==> src/rtl/core/tppg_pkg.sv <==
// Shared types and constants for the trigger pulse pattern generator.
// Used by tppg_sequencer and trigger_pulse_pattern_generator; no dependencies.
package tppg_pkg;

    // Configuration register field width and index width.
    localparam int CFG_DATA_BITS  = 20;
    localparam int CFG_INDEX_BITS = 3;

    // Configuration register indexes.
    localparam logic [CFG_INDEX_BITS-1:0] REG_BURST_MODE        = 3'd0;
    localparam logic [CFG_INDEX_BITS-1:0] REG_SINGLE_WIDTH      = 3'd1;
    localparam logic [CFG_INDEX_BITS-1:0] REG_GAP_LENGTH        = 3'd2;
    localparam logic [CFG_INDEX_BITS-1:0] REG_FRAME_GAP_LENGTH  = 3'd3;
    localparam logic [CFG_INDEX_BITS-1:0] REG_SLOPE_HALF_PERIOD = 3'd4;

    // Register reset values.
    localparam logic                     BURST_MODE_RESET        = 1'b1;
    localparam logic [CFG_DATA_BITS-1:0] SINGLE_WIDTH_RESET      = 20'd50;
    localparam logic [CFG_DATA_BITS-1:0] GAP_LENGTH_RESET        = 20'd2000;
    localparam logic [CFG_DATA_BITS-1:0] FRAME_GAP_LENGTH_RESET  = 20'd20000;
    localparam logic [CFG_DATA_BITS-1:0] SLOPE_HALF_PERIOD_RESET = 20'd5000;

    // The marker lasts a fixed number of ticks.
    localparam int MARKER_TICKS = 5;

    // Burst pulse widths fit in this many bits.
    localparam int BURST_WIDTH_BITS = 11;

    // Configuration values seen by the phase sequencer.
    typedef struct packed {
        logic                     burst_mode;
        logic [CFG_DATA_BITS-1:0] single_width;
        logic [CFG_DATA_BITS-1:0] gap_length;
        logic [CFG_DATA_BITS-1:0] frame_gap_length;
    } seq_cfg_t;

    // Levels of the current tick as seen by the top level.
    typedef struct packed {
        logic direct;
        logic marker;
        logic marker_first;
    } seq_status_t;

    // Width of each of the four burst pulses, in ticks.
    function automatic logic [BURST_WIDTH_BITS-1:0] burst_width(input logic [1:0] idx);
        logic [BURST_WIDTH_BITS-1:0] w;
        begin
            case (idx)
                2'd0:    w = 11'd10;
                2'd1:    w = 11'd50;
                2'd2:    w = 11'd100;
                default: w = 11'd1000;
            endcase
            return w;
        end
    endfunction

endpackage

==> src/rtl/core/tppg_sequencer.sv <==
// Frame phase sequencer: marker, direct pulses, gaps and frame gap.
// Depends on tppg_pkg for the configuration struct and burst widths.
module tppg_sequencer
    import tppg_pkg::*;
#(
    parameter int COUNT_BITS = 20
)
(
    input  logic        clk,
    input  logic        rst_n,
    input  logic        advance,
    input  seq_cfg_t    cfg,
    output seq_status_t status
);

    typedef enum logic [1:0] {
        PH_MARKER = 2'd0,
        PH_PULSE  = 2'd1,
        PH_GAP    = 2'd2,
        PH_FRAME  = 2'd3
    } phase_t;

    localparam logic [COUNT_BITS-1:0] MARKER_COUNT = COUNT_BITS'(MARKER_TICKS);
    localparam logic [COUNT_BITS-1:0] ONE          = COUNT_BITS'(1);

    phase_t                phase_reg, phase_next;
    logic [COUNT_BITS-1:0] remaining_reg, remaining_next;
    logic [1:0]            burst_index_reg, burst_index_next;
    logic                  frame_is_burst_reg, frame_is_burst_next;

    logic [COUNT_BITS-1:0] single_len;
    logic [COUNT_BITS-1:0] gap_len;
    logic [COUNT_BITS-1:0] frame_gap_len;
    logic [COUNT_BITS-1:0] first_burst_len;
    logic [COUNT_BITS-1:0] next_burst_len;

    // A length of zero behaves as one tick.
    function automatic logic [COUNT_BITS-1:0] at_least_one(input logic [CFG_DATA_BITS-1:0] v);
        logic [COUNT_BITS-1:0] c;
        begin
            c = COUNT_BITS'(v);
            return (c == '0) ? ONE : c;
        end
    endfunction

    assign single_len      = at_least_one(cfg.single_width);
    assign gap_len         = at_least_one(cfg.gap_length);
    assign frame_gap_len   = at_least_one(cfg.frame_gap_length);
    assign first_burst_len = COUNT_BITS'(burst_width(2'd0));
    assign next_burst_len  = COUNT_BITS'(burst_width(burst_index_reg + 2'd1));

    // Levels of the current tick, before it advances the state.
    assign status.direct       = (phase_reg == PH_PULSE);
    assign status.marker       = (phase_reg == PH_MARKER);
    assign status.marker_first = (phase_reg == PH_MARKER) && (remaining_reg == MARKER_COUNT);

    // Next phase: count down, and load the following phase's length at the end.
    always_comb
    begin
        phase_next          = phase_reg;
        remaining_next      = remaining_reg;
        burst_index_next    = burst_index_reg;
        frame_is_burst_next = frame_is_burst_reg;
        if (remaining_reg > ONE)
        begin
            remaining_next = remaining_reg - ONE;
        end
        else
        begin
            unique case (phase_reg)
                PH_MARKER:
                begin
                    frame_is_burst_next = cfg.burst_mode;
                    burst_index_next    = 2'd0;
                    phase_next          = PH_PULSE;
                    remaining_next      = cfg.burst_mode ? first_burst_len : single_len;
                end
                PH_PULSE:
                begin
                    if (frame_is_burst_reg)
                    begin
                        phase_next     = PH_GAP;
                        remaining_next = gap_len;
                    end
                    else
                    begin
                        phase_next     = PH_FRAME;
                        remaining_next = frame_gap_len;
                    end
                end
                PH_GAP:
                begin
                    if (burst_index_reg == 2'd3)
                    begin
                        phase_next     = PH_FRAME;
                        remaining_next = frame_gap_len;
                    end
                    else
                    begin
                        burst_index_next = burst_index_reg + 2'd1;
                        phase_next       = PH_PULSE;
                        remaining_next   = next_burst_len;
                    end
                end
                default:
                begin
                    phase_next       = PH_MARKER;
                    remaining_next   = MARKER_COUNT;
                    burst_index_next = 2'd0;
                end
            endcase
        end
    end

    // Phase state advances only on an accepted tick.
    always_ff @(posedge clk or negedge rst_n)
    begin
        if (!rst_n)
        begin
            phase_reg          <= PH_MARKER;
            remaining_reg      <= MARKER_COUNT;
            burst_index_reg    <= 2'd0;
            frame_is_burst_reg <= 1'b1;
        end
        else if (advance)
        begin
            phase_reg          <= phase_next;
            remaining_reg      <= remaining_next;
            burst_index_reg    <= burst_index_next;
            frame_is_burst_reg <= frame_is_burst_next;
        end
    end

endmodule

==> src/rtl/core/trigger_pulse_pattern_generator.sv <==
// Top level of the trigger pulse pattern generator.
// Depends on tppg_pkg and tppg_sequencer.
//
// Usage: each input beat carries one tick bit; a beat with tick high advances
// time by one microsecond, a beat with tick low only reports the held levels.
// Every input beat yields exactly one output beat with direct_level,
// marker_level, slope_level and frame_start for that beat, taken before the
// tick advances the state. A beat is accepted when in_valid is high and
// in_stall is low; a result is taken when out_valid is high and out_stall low.
// A beat's result is in the output register in the cycle after acceptance, and
// one beat is accepted every cycle unless the receiver stalls, since the state
// update and level decode fit between the state registers and the single output
// register. When the receiver stalls, the output register holds its beat and
// in_stall rises, so no new beat enters until the waiting result is taken.
// Configuration writes use cfg_valid/cfg_ready with cfg_index and cfg_data;
// cfg_ready is always high and a write is taken in the cycle it is offered.
// Reset starts a frame at the first marker tick in burst mode, with the square
// wave low and all registers at their documented defaults.
module trigger_pulse_pattern_generator
    import tppg_pkg::*;
#(
    parameter int COUNT_BITS = 20
)
(
    input  logic                      clk,
    input  logic                      rst_n,
    input  logic                      in_valid,
    output logic                      in_stall,
    input  logic                      tick,
    output logic                      out_valid,
    input  logic                      out_stall,
    output logic                      direct_level,
    output logic                      marker_level,
    output logic                      slope_level,
    output logic                      frame_start,
    input  logic                      cfg_valid,
    output logic                      cfg_ready,
    input  logic [CFG_INDEX_BITS-1:0] cfg_index,
    input  logic [CFG_DATA_BITS-1:0]  cfg_data
);

    localparam logic [COUNT_BITS-1:0] ONE = COUNT_BITS'(1);

    logic                     burst_mode_reg;
    logic [CFG_DATA_BITS-1:0] single_width_reg;
    logic [CFG_DATA_BITS-1:0] gap_length_reg;
    logic [CFG_DATA_BITS-1:0] frame_gap_length_reg;
    logic [CFG_DATA_BITS-1:0] slope_half_period_reg;

    logic                  slope_state_reg, slope_state_next;
    logic [COUNT_BITS-1:0] slope_count_reg, slope_count_next;
    logic [COUNT_BITS-1:0] slope_inc;
    logic [COUNT_BITS-1:0] slope_half;

    logic out_valid_reg;
    logic direct_reg, marker_reg, slope_reg, frame_start_reg;

    logic        accept;
    logic        advance;
    seq_cfg_t    seq_cfg;
    seq_status_t seq_status;

    // Handshake: take a new beat whenever the output register is free or drains.
    assign in_stall  = out_valid_reg && out_stall;
    assign accept    = in_valid && !in_stall;
    assign advance   = accept && tick;
    assign cfg_ready = 1'b1;

    // Configuration registers.
    always_ff @(posedge clk or negedge rst_n)
    begin
        if (!rst_n)
        begin
            burst_mode_reg        <= BURST_MODE_RESET;
            single_width_reg      <= SINGLE_WIDTH_RESET;
            gap_length_reg        <= GAP_LENGTH_RESET;
            frame_gap_length_reg  <= FRAME_GAP_LENGTH_RESET;
            slope_half_period_reg <= SLOPE_HALF_PERIOD_RESET;
        end
        else if (cfg_valid && cfg_ready)
        begin
            unique case (cfg_index)
                REG_BURST_MODE:        burst_mode_reg        <= cfg_data[0];
                REG_SINGLE_WIDTH:      single_width_reg      <= cfg_data;
                REG_GAP_LENGTH:        gap_length_reg        <= cfg_data;
                REG_FRAME_GAP_LENGTH:  frame_gap_length_reg  <= cfg_data;
                REG_SLOPE_HALF_PERIOD: slope_half_period_reg <= cfg_data;
                default:               ;
            endcase
        end
    end

    assign seq_cfg.burst_mode       = burst_mode_reg;
    assign seq_cfg.single_width     = single_width_reg;
    assign seq_cfg.gap_length       = gap_length_reg;
    assign seq_cfg.frame_gap_length = frame_gap_length_reg;

    tppg_sequencer #(
        .COUNT_BITS (COUNT_BITS)
    ) u_sequencer (
        .clk     (clk),
        .rst_n   (rst_n),
        .advance (advance),
        .cfg     (seq_cfg),
        .status  (seq_status)
    );

    // Square wave: toggle when the count reaches or passes the half period or wraps.
    assign slope_half = (COUNT_BITS'(slope_half_period_reg) == '0)
                        ? ONE : COUNT_BITS'(slope_half_period_reg);
    assign slope_inc  = slope_count_reg + ONE;

    always_comb
    begin
        slope_state_next = slope_state_reg;
        slope_count_next = slope_inc;
        if ((slope_inc >= slope_half) || (slope_inc == '0))
        begin
            slope_state_next = !slope_state_reg;
            slope_count_next = '0;
        end
    end

    always_ff @(posedge clk or negedge rst_n)
    begin
        if (!rst_n)
        begin
            slope_state_reg <= 1'b0;
            slope_count_reg <= '0;
        end
        else if (advance)
        begin
            slope_state_reg <= slope_state_next;
            slope_count_reg <= slope_count_next;
        end
    end

    // Output register holds the levels of the accepted beat.
    always_ff @(posedge clk or negedge rst_n)
    begin
        if (!rst_n)
        begin
            out_valid_reg <= 1'b0;
        end
        else if (accept)
        begin
            out_valid_reg <= 1'b1;
        end
        else if (!out_stall)
        begin
            out_valid_reg <= 1'b0;
        end
    end

    always_ff @(posedge clk)
    begin
        if (accept)
        begin
            direct_reg      <= seq_status.direct;
            marker_reg      <= seq_status.marker;
            slope_reg       <= slope_state_reg;
            frame_start_reg <= tick && seq_status.marker_first;
        end
    end

    assign out_valid    = out_valid_reg;
    assign direct_level = direct_reg;
    assign marker_level = marker_reg;
    assign slope_level  = slope_reg;
    assign frame_start  = frame_start_reg;

endmodule

==> config.mk <==
export PLATFORM = sky130hd
export DESIGN_NAME = trigger_pulse_pattern_generator
export DESIGN_NICKNAME = d
export VERILOG_FILES = /design/src/rtl/core/tppg_pkg.sv /design/src/rtl/core/tppg_sequencer.sv /design/src/rtl/core/trigger_pulse_pattern_generator.sv
export SDC_FILE = /design/constraint.sdc
export NUM_CORES = 1
export LEC_CHECK = 0
export BUFFER_PORTS_ARGS = -buffer_cell sky130_fd_sc_hd__buf_2
export CORE_ASPECT_RATIO = 1.5
export CORE_MARGIN = 3
export CORE_UTILIZATION = 30
export DETAILED_ROUTE_END_ITERATION = 8
export GPL_ROUTABILITY_DRIVEN = 0
export SYNTH_ARGS = -nofsm -noshare
export SYNTH_HDL_FRONTEND = slang
export SYNTH_SLANG_ARGS = --single-unit
==> constraint.sdc <==
create_clock -name clk -period 4.76 [get_ports clk]
set_clock_uncertainty 0.2 [all_clocks]
set_input_delay 0.714 -clock clk [delete_from_list [all_inputs] [get_ports clk]]
set_output_delay 0.714 -clock clk [all_outputs]
set_load 0.02 [all_outputs]
# == After elaboration in Yosys (flattened, before gate mapping) ==
# Index checks and enable logic that the tools add are counted.
# word_totals
in_bits,29
register_bits,132
elab_cells,78
# classes
add_sub_neg,3
bitwise,2
n_eq_ne,12
n_lt_le_gt_ge,2
mux,18
reduce_logical,25
# op_table
op,count
20-bit 2-to-1 mux,9
20-bit zero test,5
20-bit case mux with 3 select lines,1
10-bit case mux with 3 select lines,1
20-bit by 1-bit adder with 20-bit output (second input constant),1
20-bit by 3-bit equality test with 1-bit output (second input constant),1
20-bit greater-or-equal comparator,1
20-bit by 1-bit greater-than comparator with 1-bit output (second input constant),1
20-bit by 1-bit subtractor with 20-bit output (second input constant),1
2-bit AND reduction,7
2-bit equality test (second input constant),3
3-bit by 2-bit equality test with 1-bit output (second input constant),2
2-bit case mux with 3 select lines,1
1-bit logical AND,5
2-bit by 1-bit equality test with 1-bit output (second input constant),2
2-bit zero test,2
2-bit 2-to-1 mux,2
2-bit case mux with 2 select lines,1
4-bit AND reduction,1
3-bit by 1-bit equality test with 1-bit output (second input constant),1
3-bit equality test (second input constant),1
3-bit zero test,1
1-bit 2-to-1 mux,3
3-bit AND reduction,1
6 further kinds,8

# == Longest topological paths before layout ==
# Gate-level depths: netlist of the first run.
# logic_depth
ltp_word,6
ltp_mapped,15

# == Modules after synthesis ==
# Synthesis of the first run repeated with hierarchy kept, for this count alone.
# hier_totals
cells_unflattened,727
area_unflattened_um2,7472.2
# by_module_without_submodules
mod,n_inst,area_each_um2,cells_per_inst
trigger_pulse_pattern_generator,1,5250.0,463
tppg_sequencer,1,2222.1,264

# == Worst setup path after synthesis of the first run ==
# OpenSTA, ideal clock, no wires.
# synth_path
kind,reg2reg
from,register slope_count_reg[0]
to,register slope_count_reg[10]
setup_slack_ns,1.157
path_buffers,2
path_stages_with_launch,14
t_required_ns,4.425
arrival_time_ns,3.268
path_cell_list,dfrtp_1 > ha_1 > nand3_1 > nor2_1 > nand3_1 > xnor2_1 > ha_1 > and4_1 > nand2_1 > or4_1 > o211ai_1 > clkbuf_1 > clkbuf_1 > o21ai_0
# synth_via
elab_chain_len,4
elab_cells_between_ends,5
# synth_lines
item,line_no,source
start: declaration,trigger_pulse_pattern_generator.sv:51,"logic [COUNT_BITS-1:0] slope_count_reg, slope_count_next;"
start signal: assignment,trigger_pulse_pattern_generator.sv:134,slope_count_reg <= slope_count_next;
20-bit by 1-bit adder with 20-bit output (*),trigger_pulse_pattern_generator.sv:111,assign slope_inc = slope_count_reg + ONE;
20-bit greater-or-equal comparator / 20-bit zero test (equally long branches),trigger_pulse_pattern_generator.sv:117,if ((slope_inc >= slope_half) || (slope_inc == '0))
1-bit logical OR,trigger_pulse_pattern_generator.sv:117,
20-bit 2-to-1 mux (*),trigger_pulse_pattern_generator.sv:117,
# Every way passes the cells marked *; elsewhere a longest branch is shown, timed or not.
# A chain may end at the register's enable or synchronous reset.

# == Worst setup path after layout of the first run ==
# layout_path
from,register slope_count_reg[0]
to,register slope_count_reg[12]
# Same word-level chain as after synthesis.

==> out/metrics.csv, run 1 <==
stage,metric,value,unit
status,status,finished clean,
clock_network,"Clk Latency, worst-skew pair",430,ps
drt,TritonRoute pass-1 iters,9,
floorplan,IO Count,36,
drt,Iter 0 DRT Violations,520,
clock_network,Post-CTS Resized,0,
timing,fin crit period,4212,ps
synth,Yosys warnings,0,
finish,most frequent cells in the layout,"105 x dfrtp_1, 89 x nand2_1, 65 x mux2_2, 64 x o21ai_0",
critical_path,critical path class,reg2reg,
finish,Antenna Cells,0,
global_route,Tot GR Track Use,15.25,%
pwr,static leakage,3.540,nW
finish,final instance area,8631,um^2
timing,Fmax,237.4,MHz
floorplan,chip height,200.1,um
critical_path,critical path's top delay family,simple AND/OR/NAND/NOR gates,
place,Placed Instance Area,7965,um^2
clock_network,Sink Count,132,
drt,via count of the routed design,6050,
synth,ys async rst share,96.97,%
timing,max-slew violations,0,
global_route,number of global-route vias before repair,5857,
pwr,post-layout power,3.951,mW
job,max-cap viol count,0,
finish,share of cells above drive strength 1,23.20,%
timing,Setup-failing EPs final,0,
synth,post-synth cell types,76,
critical_path,worst r2r src,slope_count_reg[0],
critical_path,Worst R2R End,slope_count_reg[12],
timing,Slew headroom,24.70,%
global_route,grt total ovfl,0,
finish,fin util,35.19,%
critical_path,depth of the worst register-to-register path,14,
synth,sequential fraction of the synthesis area,44.46,%
floorplan,die footprint,27110,um^2
finish,multi-input logic area,3821,um^2
floorplan,core region area,24520,um^2
drt,WL final,20490,um
critical_path,endpoint type of the worst setup path,flop,
finish,Fill cells,2494,
finish,register area,3352,um^2
critical_path,CP Launch Type,flop,
timing,worst-margin pin slew,1128,ps
critical_path,Worst EP arrival,4300,ps
floorplan,Die X,135.4,um
synth,Most used DFF post-synth,dfrtp_1,
critical_path,Crit path buffers/inverters,1,
critical_path,"Cell Chain, Critical Path","ha_1, nand3_1, nor2_1, nand3_1, xnor2_1, ha_1, and4_1, nand2_1, or4_1, o211ai_1, buf_4, nor2b_1, o21ai_0, o31ai_1",
clock_network,post-CTS setup buffer count,0,
finish,Area Overhead vs Synth,14.49,%
critical_path,max incr delay on CP,540,ps
synth,Post-Syn Nets,822,
clock_network,clock-pin slew of the registers on the worst-case setup and hold paths,60,ps
critical_path,WP data required,4850,ps
synth,Synth Cell Area,7538,um^2
drt,Vias per Instance,5.416,
critical_path,Critical Path Fanout Max,12,
drt,# DRC,0,
finish,Nets,837,
clock_network,H-tree depth,4,
timing,final worst-path cycle share,88.49,%
synth,synthesized flop and latch total,132,
critical_path,slowest cell on the critical path,dfrtp_1,
hold_path,Hold Path Class,in2async,
synth,Post-synth EDFFs,4,
pwr,maximum vdd drop,0.0002237,V
timing,unrepaired setup endpoints after global routing,false,
drt,ANT nets after route,0,
clock_network,Root Buffer,clkbuf_16,
critical_path,Reg2Reg Setup Slack,550,ps
timing,Fin. Hold Viols,0,
timing,setup ws final,548.1,ps
global_route,initial antenna violation count,0,
finish,"most common cell after layout, fill and taps aside",dfrtp_1,
drt,WL/cell,18.34,um
clock_network,CTS tree,done,
global_route,first-pass GRT wire length,32260,um
place,pre-CTS WS,621.2,ps
floorplan,row count,70,
floorplan,Initial Util,30.74,%
place,number of port buffers,34,
place,Final HPWL DP,15330,um
timing,final setup TNS,0,ps
clock_network,CTS buffer count,17,
clock_network,Post-CTS Hold Buffers,0,
synth,Syn Area/Cell,9.854,um^2
pwr,Power Dens Cells,457.8,nW/um^2
synth,post-synthesis cell count,765,
global_route,largest net degree at the start of global routing,58,
clock_network,clk buf depth,2,
-- synthesized netlist by cell type, types with 3 or more instances --
cell | number | share of area, %
dfrtp_1 | 105 | 35
nand2_1 | 89 | 4.4
mux2_2 | 65 | 9.7
o21ai_0 | 64 | 4.2
nor2_1 | 38 | 1.9
inv_1 | 37 | 1.8
a21oi_1 | 35 | 2.3
clkbuf_1 | 33 | 1.6
ha_1 | 28 | 4.6
nor4_1 | 24 | 2.0
dfstp_2 | 23 | 8.0
nand3_1 | 18 | 1.2
nor3_1 | 18 | 1.2
a222oi_1 | 12 | 1.6
and4_1 | 10 | 1.2
xnor2_1 | 10 | 1.2
a22oi_1 | 9 | 0.90
nand2b_1 | 9 | 0.75
xor2_1 | 9 | 1.0
nand4_1 | 8 | 0.66
o31ai_1 | 7 | 0.70
and3_1 | 6 | 0.50
buf_4 | 6 | 0.60
o22a_1 | 6 | 0.70
o22ai_1 | 6 | 0.50
nor2b_1 | 5 | 0.41
a31oi_1 | 4 | 0.33
edfxtp_1 | 4 | 1.6
a221o_1 | 3 | 0.40
a221oi_1 | 3 | 0.35
a32o_1 | 3 | 0.40
buf_6 | 3 | 0.45
nor4_2 | 3 | 0.50
o211ai_1 | 3 | 0.30
or4_1 | 3 | 0.30
-- through the flow --
stage | instances | hold slack (ps)
finish | 1117 | 156.9
global route | 1117 | 220.7
CTS | 1117 | 191.2
detailed placement | 1085 | 294.8
global placement | 1085 | 291.2
floorplan | 765 | 218.4
-- final cells by class --
cell class | count | area share (%)
clock buffers | 20 | 5.407
inverters | 37 | 1.609
repair buffers | 44 | 2.870
well taps | 324 | 4.697
clock inverters | 12 | 2.305
multi-input cells | 548 | 44.27
flip-flops and latches | 132 | 38.84
-- cell families (layout without fill, tap and decap cells) --
family | Yosys count | count (layout) | share of synthesized area (%)
and+or+nand+nor | 253 | 253 | 18.14
other | 1 | 1 | 0.04974
adders and majority gates | 28 | 28 | 4.647
DFF | 132 | 132 | 44.46
muxes | 66 | 66 | 9.842
AOI/OAI and AO/OA | 181 | 181 | 15.70
xor gates and xnor gates | 19 | 19 | 2.207
buffers and inverters | 85 | 113 | 4.946
-- how the worst max path moves through the flow --
stage	start	to	slack, ps	depth (start not counted)
after floorplan	slope_count_reg[0]	slope_count_reg[10]	1160	13
after global placement	slope_count_reg[0]	slope_count_reg[0]	730	13
after detailed placement	slope_count_reg[0]	slope_count_reg[12]	620	15
after CTS	slope_count_reg[0]	slope_count_reg[12]	610	15
after global routing	slope_count_reg[0]	slope_count_reg[12]	140	15
final	slope_count_reg[0]	slope_count_reg[12]	550	14
-- report_power, final --
| group | internal (mW) | leakage, nW | total [mW] | switching, mW |
|---|---|---|---|---|
| clock | 0.973 | 0.327 | 1.48 | 0.509 |
| combinational | 0.365 | 1.63 | 0.798 | 0.433 |
| sequential | 1.40 | 1.59 | 1.67 | 0.273 |
-- per-layer routing --
layer	track usage (%)	vias to the layer above	routed length, um
met5	0	-	0
met4	8.249	0	974
met3	2.965	57	692
met2	27.10	169	10880
met1	16.83	2977	7946
li1	-	2847	-
(Power assumes the default switching activity.)
==> run 2: changes to the inputs <==
--- a/config.mk
+++ b/config.mk
@@ -5,6 +5,7 @@
 export SDC_FILE = /design/constraint.sdc
 export NUM_CORES = 1
 export LEC_CHECK = 0
+export ABC_AREA = 1
 export BUFFER_PORTS_ARGS = -buffer_cell sky130_fd_sc_hd__buf_2
 export CORE_ASPECT_RATIO = 1.5
 export CORE_MARGIN = 3
==> run 2 against run 1 <==
- sequential share of layout area decreased by 0.41 points
- routed wire length is 2.5% higher
- register-to-register slack improved by 1100 ps
- maximum frequency grew 37%
- critical path depth is 4 higher
- via count increased by 9.9%
==> out/metrics.csv, run 2 <==
stage,metric,value,unit
critical_path,endpoint type of the worst setup path,flop,
finish,"most common cell after layout, fill and taps aside",nand2_1,
synth,leading area contributor after synthesis,dfrtp_1,
place,dpl cells,1350,
timing,final worst-path cycle share,64.70,%
synth,sequential fraction of the synthesis area,43.93,%
timing,fin crit period,3080,ps
hold_path,Hold Path Class,in2async,
pwr,Power Dens Cells,447.2,nW/um^2
clock_network,"Clk Latency, worst-skew pair",420,ps
place,Final HPWL DP,15500,um
critical_path,Reg2Reg Setup Slack,1680,ps
timing,max-slew violations,0,
timing,Setup-failing EPs final,0,
pwr,static leakage,4.125,nW
finish,Antenna Cells,0,
drt,TritonRoute pass-1 iters,5,
timing,Fin. Hold Viols,0,
critical_path,WP data required,4880,ps
finish,final non-filler cell total,1382,
finish,Fill cells,2652,
timing,setup ws final,1680,ps
critical_path,Worst EP arrival,3200,ps
floorplan,Initial Util,30.89,%
floorplan,core region area,24700,um^2
synth,Yosys top cell area share,34.44,%
clock_network,clock-pin slew of the registers on the worst-case setup and hold paths,60,ps
synth,most common cell in the synthesized netlist,nand2_1,
clock_network,post-CTS setup buffer count,0,
synth,Synth Cell Area,7630,um^2
global_route,largest net degree at the start of global routing,76,
finish,Area Overhead vs Synth,14.33,%
clock_network,clk buf depth,2,
floorplan,IO Count,36,
status,status,finished clean,
critical_path,critical path class,reg2reg,
floorplan,die footprint,27420,um^2
place,pre-CTS WS,1672,ps
floorplan,Die X,136.2,um
synth,post-synth cell types,41,
drt,Vias per Instance,4.811,
synth,ys async rst share,96.97,%
clock_network,Post-CTS Hold Buffers,0,
critical_path,Critical Path Fanout Max,22,
timing,unrepaired setup endpoints after global routing,false,
global_route,Tot GR Track Use,15.94,%
clock_network,CTS tree,done,
global_route,grt total ovfl,0,
critical_path,CP Launch Type,flop,
timing,final setup TNS,0,ps
synth,Post-synth EDFFs,4,
finish,fin util,35.32,%
clock_network,Post-CTS Resized,0,
timing,Fmax,324.7,MHz
clock_network,Sink Count,132,
floorplan,row count,70,
drt,WL final,21000,um
synth,Post-synth top cells,"276 x nand2_1, 137 x inv_1, 127 x o21ai_0",
drt,Iter 0 DRT Violations,421,
global_route,first-pass GRT wire length,34400,um
synth,Syn Area/Cell,7.488,um^2
drt,WL/cell,15.19,um
synth,synthesized flop and latch total,132,
global_route,initial antenna violation count,0,
job,max-cap viol count,0,
timing,Slew headroom,38.92,%
synth,Yosys warnings,0,
finish,most frequent cells in the layout,"276 x nand2_1, 137 x inv_1, 127 x o21ai_0, 105 x dfrtp_1, 89 x nor2_1",
synth,post-synthesis cell count,1019,
floorplan,chip height,201.3,um
pwr,maximum vdd drop,0.0001818,V
clock_network,Root Buffer,clkbuf_16,
place,number of port buffers,34,
drt,ANT nets after route,0,
drt,# DRC,0,
global_route,number of global-route vias before repair,6584,
clock_network,H-tree depth,4,
clock_network,CTS buffer count,17,
synth,Most used DFF post-synth,dfrtp_1,
synth,"top cells by area, synth","dfrtp_1 34%, nand2_1 14%, o21ai_0 8.3%",
finish,Nets,1102,
drt,via count of the routed design,6649,
timing,worst-margin pin slew,915.2,ps
synth,Post-Syn Nets,1076,
finish,share of cells above drive strength 1,11.34,%
-- run 2: report_power, final --
group | switching (mW) | internal, mW
logic | 0.595 | 0.346
clock network | 0.518 | 0.838
registers | 0.219 | 1.39
-- run 2: worst paths after layout --
kind | cells past startpoint | from | to
min in group clk | 2 | single_width_reg[19] | single_width_reg[19]
max in group asynchronous | 2 | rst_n | single_width_reg[1]
min reg2reg | 2 | single_width_reg[19] | single_width_reg[19]
min | 1 | rst_n | slope_half_period_reg[18]
max | 18 | slope_count_reg[0] | slope_state_reg
max reg2reg | 18 | slope_count_reg[0] | slope_state_reg
-- run 2: cells by family after synthesis --
kind of cell	after synthesis	share of synthesized area, %
fa+ha+maj	28	4.592
flops	132	43.93
other cells	1	0.04915
compound gates	212	15.32
mux	2	0.2624
buf+inv	176	8.904
xor+xnor	19	2.181
simple gates	449	24.76
-- run 2: final cells by class --
type	instances	area, um^2	share of cell area (%)
clock buffer	20	446.7	5.120
clock inverter	12	155.1	1.779
inverter	141	529.3	6.067
multi-input combinational	711	3598	41.25
sequential	132	3352	38.43
tap	324	405.4	4.647
timing repair buffer	42	236.5	2.711
-- run 2: stage by stage --
stage	area (um^2)	power [mW]	hold slack, ps
2_1_floorplan	7630	2.276	218.4
3_3_place_gp	8122	2.536	269.2
3_5_place_dp	8122	2.554	273.4
4_1_cts	8723	3.924	135.2
5_1_grt	8723	4.163	161.9
6_report	8723	3.901	97.96
-- run 2: metal layers --
layer	GRT usage, %	wire (um)	part of all wire (%)	vias up
li1	-	-	-	3354
met1	18.26	8436	40	3092
met2	28.58	11190	53	158
met3	2.776	666	3.2	45
met4	7.024	701	3.3	0
met5	0	0	0	-
-- run 2: critical path, cell delays in order (launching register included) --
cell,delay [ps]
dfrtp_1,460
ha_1,240
nand2_2,90
nor2_4,160
nand3_2,110
nor2_1,100
nor2_1,50
nor2_2,90
inv_1,60
ha_1,290
nand4_1,120
nor2_1,160
nand3_1,80
a21oi_1,130
nor2_1,70
nand2_2,360
nand2_1,90
nand2_1,80
nand2_1,40
==> run 3: changes to the inputs <==
==> constraint.sdc (replaced) <==
create_clock -name clk -period 2.7 [get_ports clk]
set_clock_uncertainty 0.2 [all_clocks]
set_input_delay 0.405 -clock clk [delete_from_list [all_inputs] [get_ports clk]]
set_output_delay 0.405 -clock clk [all_outputs]
set_load 0.02 [all_outputs]
==> run 3 against run 2 <==
- the flow now finishes with violations (setup timing)
- critical path depth is 1 higher
- combinational power up 130%
- design area up 6.3%
- global-route usage up 0.39 points
- core utilization up 2.2 points
- die area stayed put
- setup slack worse by 1800 ps
- sequential share of layout area down 2.3 points
- sequential power increased by 76%
- power rose by 91%
- routed wire length is 4.8% higher
- critical endpoint unchanged
- largest cell class unchanged
- largest power group unchanged
==> out/metrics.csv, run 3 (synthesized netlist as in run 2, its figures left out) <==
stage,metric,value,unit
critical_path,Worst EP arrival,2940,ps
drt,highest metal used,met4,
place,pre-CTS WS,-84.25,ps
floorplan,Die X,136.2,um
timing,final hold slack,115.1,ps
timing,final worst-path cycle share,104.6,%
global_route,Tot GR Track Use,16.33,%
critical_path,CP Launch Type,flop,
timing,Fmax,354.2,MHz
critical_path,critical path class,reg2reg,
drt,wire length on met2,11790,um
global_route,grt total ovfl,0,
pwr,Sw Pwr,2.473,mW
clock_network,H-tree depth,4,
drt,WL final,22010,um
critical_path,crit path launch,slope_count_reg[1],
timing,Setup-failing EPs final,21,
finish,final instance area,9270,um^2
critical_path,max incr delay on CP,390,ps
drt,Met3 Wirelength,652,um
critical_path,Crit path buffers/inverters,4,
critical_path,depth of the worst register-to-register path,19,
clock_network,CTS tree,done,
finish,"most common cell after layout, fill and taps aside",nand2_1,
timing,worst-margin pin slew,516.5,ps
critical_path,endpoint type of the worst setup path,flop,
timing,fin crit period,2824,ps
place,Placed Instance Area,8474,um^2
critical_path,Critical Path Fanout Max,6,
floorplan,core region area,24700,um^2
timing,unrepaired setup endpoints after global routing,true,
finish,Antenna Cells,0,
finish,most frequent cells in the layout,"275 x nand2_1, 137 x inv_1, 127 x o21ai_0, 104 x dfrtp_1, 85 x nor2_1",
timing,Slew headroom,65.53,%
critical_path,Reg2Reg Setup Slack,-120,ps
pwr,Clk pwr share,33.6,%
drt,Vias per Instance,4.876,
hold_path,worst hold endpoint,slope_half_period_reg[12],
drt,TritonRoute pass-1 iters,5,
clock_network,"Clk Latency, worst-skew pair",420,ps
clock_network,CTS buffer count,17,
critical_path,"Cell Chain, Critical Path","buf_4, nand3_4, inv_2, nand3_2, nor2_1, nand2_1, nand2_1, inv_1, ha_1, nand4_1, nor2_2, nand3_2, a21oi_2, nor2_1, nand2_2, buf_12, nand2_2, nand2_1, nand2_1",
drt,Iter 0 DRT Violations,470,
drt,# DRC,0,
status,status,"complete, but fails checks",
finish,Fill cells,2602,
global_route,initial antenna violation count,0,
critical_path,worst r2r src,slope_count_reg[1],
hold_path,Hold Path Class,in2reg,
status,failing checks,setup timing,
critical_path,most numerous cell on the critical path,nand2_1,
finish,fin util,37.53,%
critical_path,critical path's top delay family,simple AND/OR/NAND/NOR gates,
floorplan,die footprint,27420,um^2
pwr,maximum vdd drop,0.0004535,V
place,Final HPWL DP,16300,um
pwr,Switching Share,33.15,%
drt,Metal-1 WL,8667,um
hold_path,Worst Hold Launch,cfg_data[12],
floorplan,IO Count,36,
pwr,sequential share of power,37.7,%
floorplan,Initial Util,30.89,%
hold_path,hold path depth,3,
finish,share of cells above drive strength 1,15.99,%
pwr,Power Dens Cells,804.7,nW/um^2
pwr,combinational power share,28.7,%
pwr,internal power,4.987,mW
clock_network,Root Buffer,clkbuf_16,
global_route,number of global-route vias before repair,6890,
clock_network,clk buf depth,2,
finish,Nets,1151,
global_route,first-pass GRT wire length,35150,um
timing,setup ws final,-123.5,ps
drt,via count of the routed design,6977,
finish,Area Overhead vs Synth,21.50,%
critical_path,slowest cell on the critical path,dfrtp_1,
job,max-cap viol count,0,
global_route,largest net degree at the start of global routing,54,
timing,max-slew violations,0,
clock_network,Sink Count,132,
critical_path,Worst R2R End,slope_state_reg,
pwr,static leakage,4.410,nW
drt,WL/cell,15.38,um
critical_path,WP data required,2810,ps
drt,ANT nets after route,0,
place,number of port buffers,34,
floorplan,row count,70,
clock_network,clock-pin slew of the registers on the worst-case setup and hold paths,60,ps
floorplan,chip height,201.3,um
timing,Fin. Hold Viols,0,
run 3: cell types whose count changed in the layout (fill, tap and decap cells not counted), moves of 2 or more:
cell           delta
nor2_4            +2
buf_12            +3
nor2_2            +2
dlygate4sd3_1     +3
clkinv_4          -3
buf_4            +40
clkbuf_16         +2
nor2_1            -4
run 3: stage by stage:
step	power [mW]	setup TNS, ps	instances
after global routing	7.914	-6329	1431
after floorplan	4.012	0	1019
after CTS	7.272	-252.7	1427
after detailed placement	4.731	-286.3	1392
after global placement	4.687	-63.80	1392
final	7.460	-1920	1431
run 3: how the worst max path moves through the flow:
stage                                endpoint  slack (ps)  cells after the start
after floorplan           slope_count_reg[10]         140                     17
after global placement        slope_state_reg         -60                     19
after detailed placement      slope_state_reg         -80                     19
after CTS                     slope_state_reg         -80                     19
after global routing          slope_state_reg        -330                     19
final                         slope_state_reg        -120                     19
run 3: worst register-to-register path, stage by stage (launching register included):
cell	delay, ps
dfrtp_1	390
buf_4	160
nand3_4	110
inv_2	110
nand3_2	120
nor2_1	130
nand2_1	60
nand2_1	90
inv_1	60
ha_1	290
nand4_1	150
nor2_2	180
nand3_2	80
a21oi_2	100
nor2_1	60
nand2_2	140
buf_12	150
nand2_2	40
nand2_1	60
nand2_1	40
run 3: power groups by stage:
| stage | Sequential [mW] | Combinational [mW] | Clock (mW) |
|---|---|---|---|
| 2_1_floorplan | 2.73 | 1.28 | 0 |
| 3_3_place_gp | 2.81 | 1.87 | 0 |
| 3_5_place_dp | 2.82 | 1.91 | 0 |
| 4_1_cts | 2.79 | 1.93 | 2.55 |
| 5_1_grt | 2.86 | 2.41 | 2.64 |
| 6_report | 2.81 | 2.14 | 2.51 |
run 3: per-layer routing:
layer / track usage (%) / vias to the layer above
met3: 2.801 / 53
met4: 7.709 / 0
li1: - / 3463
met1: 18.22 / 3298
met2: 29.59 / 163
met5: 0 / -
run 3: repair_timing:
item | CTS | global route
hold endpoints to repair | 47 | 0
setup endpoints to repair | 21 | 21
buffers inserted | 0 | 2
cloned | 0 | 2
gates resized for setup | 2 | 14
pin swaps | 0 | 8
hold buffers | 3 | 0
run 3: cell type report:
| class | instances | area [um^2] | area share (%) |
|---|---|---|---|
| Multi-Input combinational cell | 711 | 3661 | 39.49 |
| Tap cell | 324 | 405.4 | 4.373 |
| Clock inverter | 12 | 176.4 | 1.903 |
| Timing Repair Buffer | 91 | 688.2 | 7.423 |
| Inverter | 141 | 529.3 | 5.709 |
| Clock buffer | 20 | 456.7 | 4.926 |
| Sequential cell | 132 | 3353 | 36.17 |
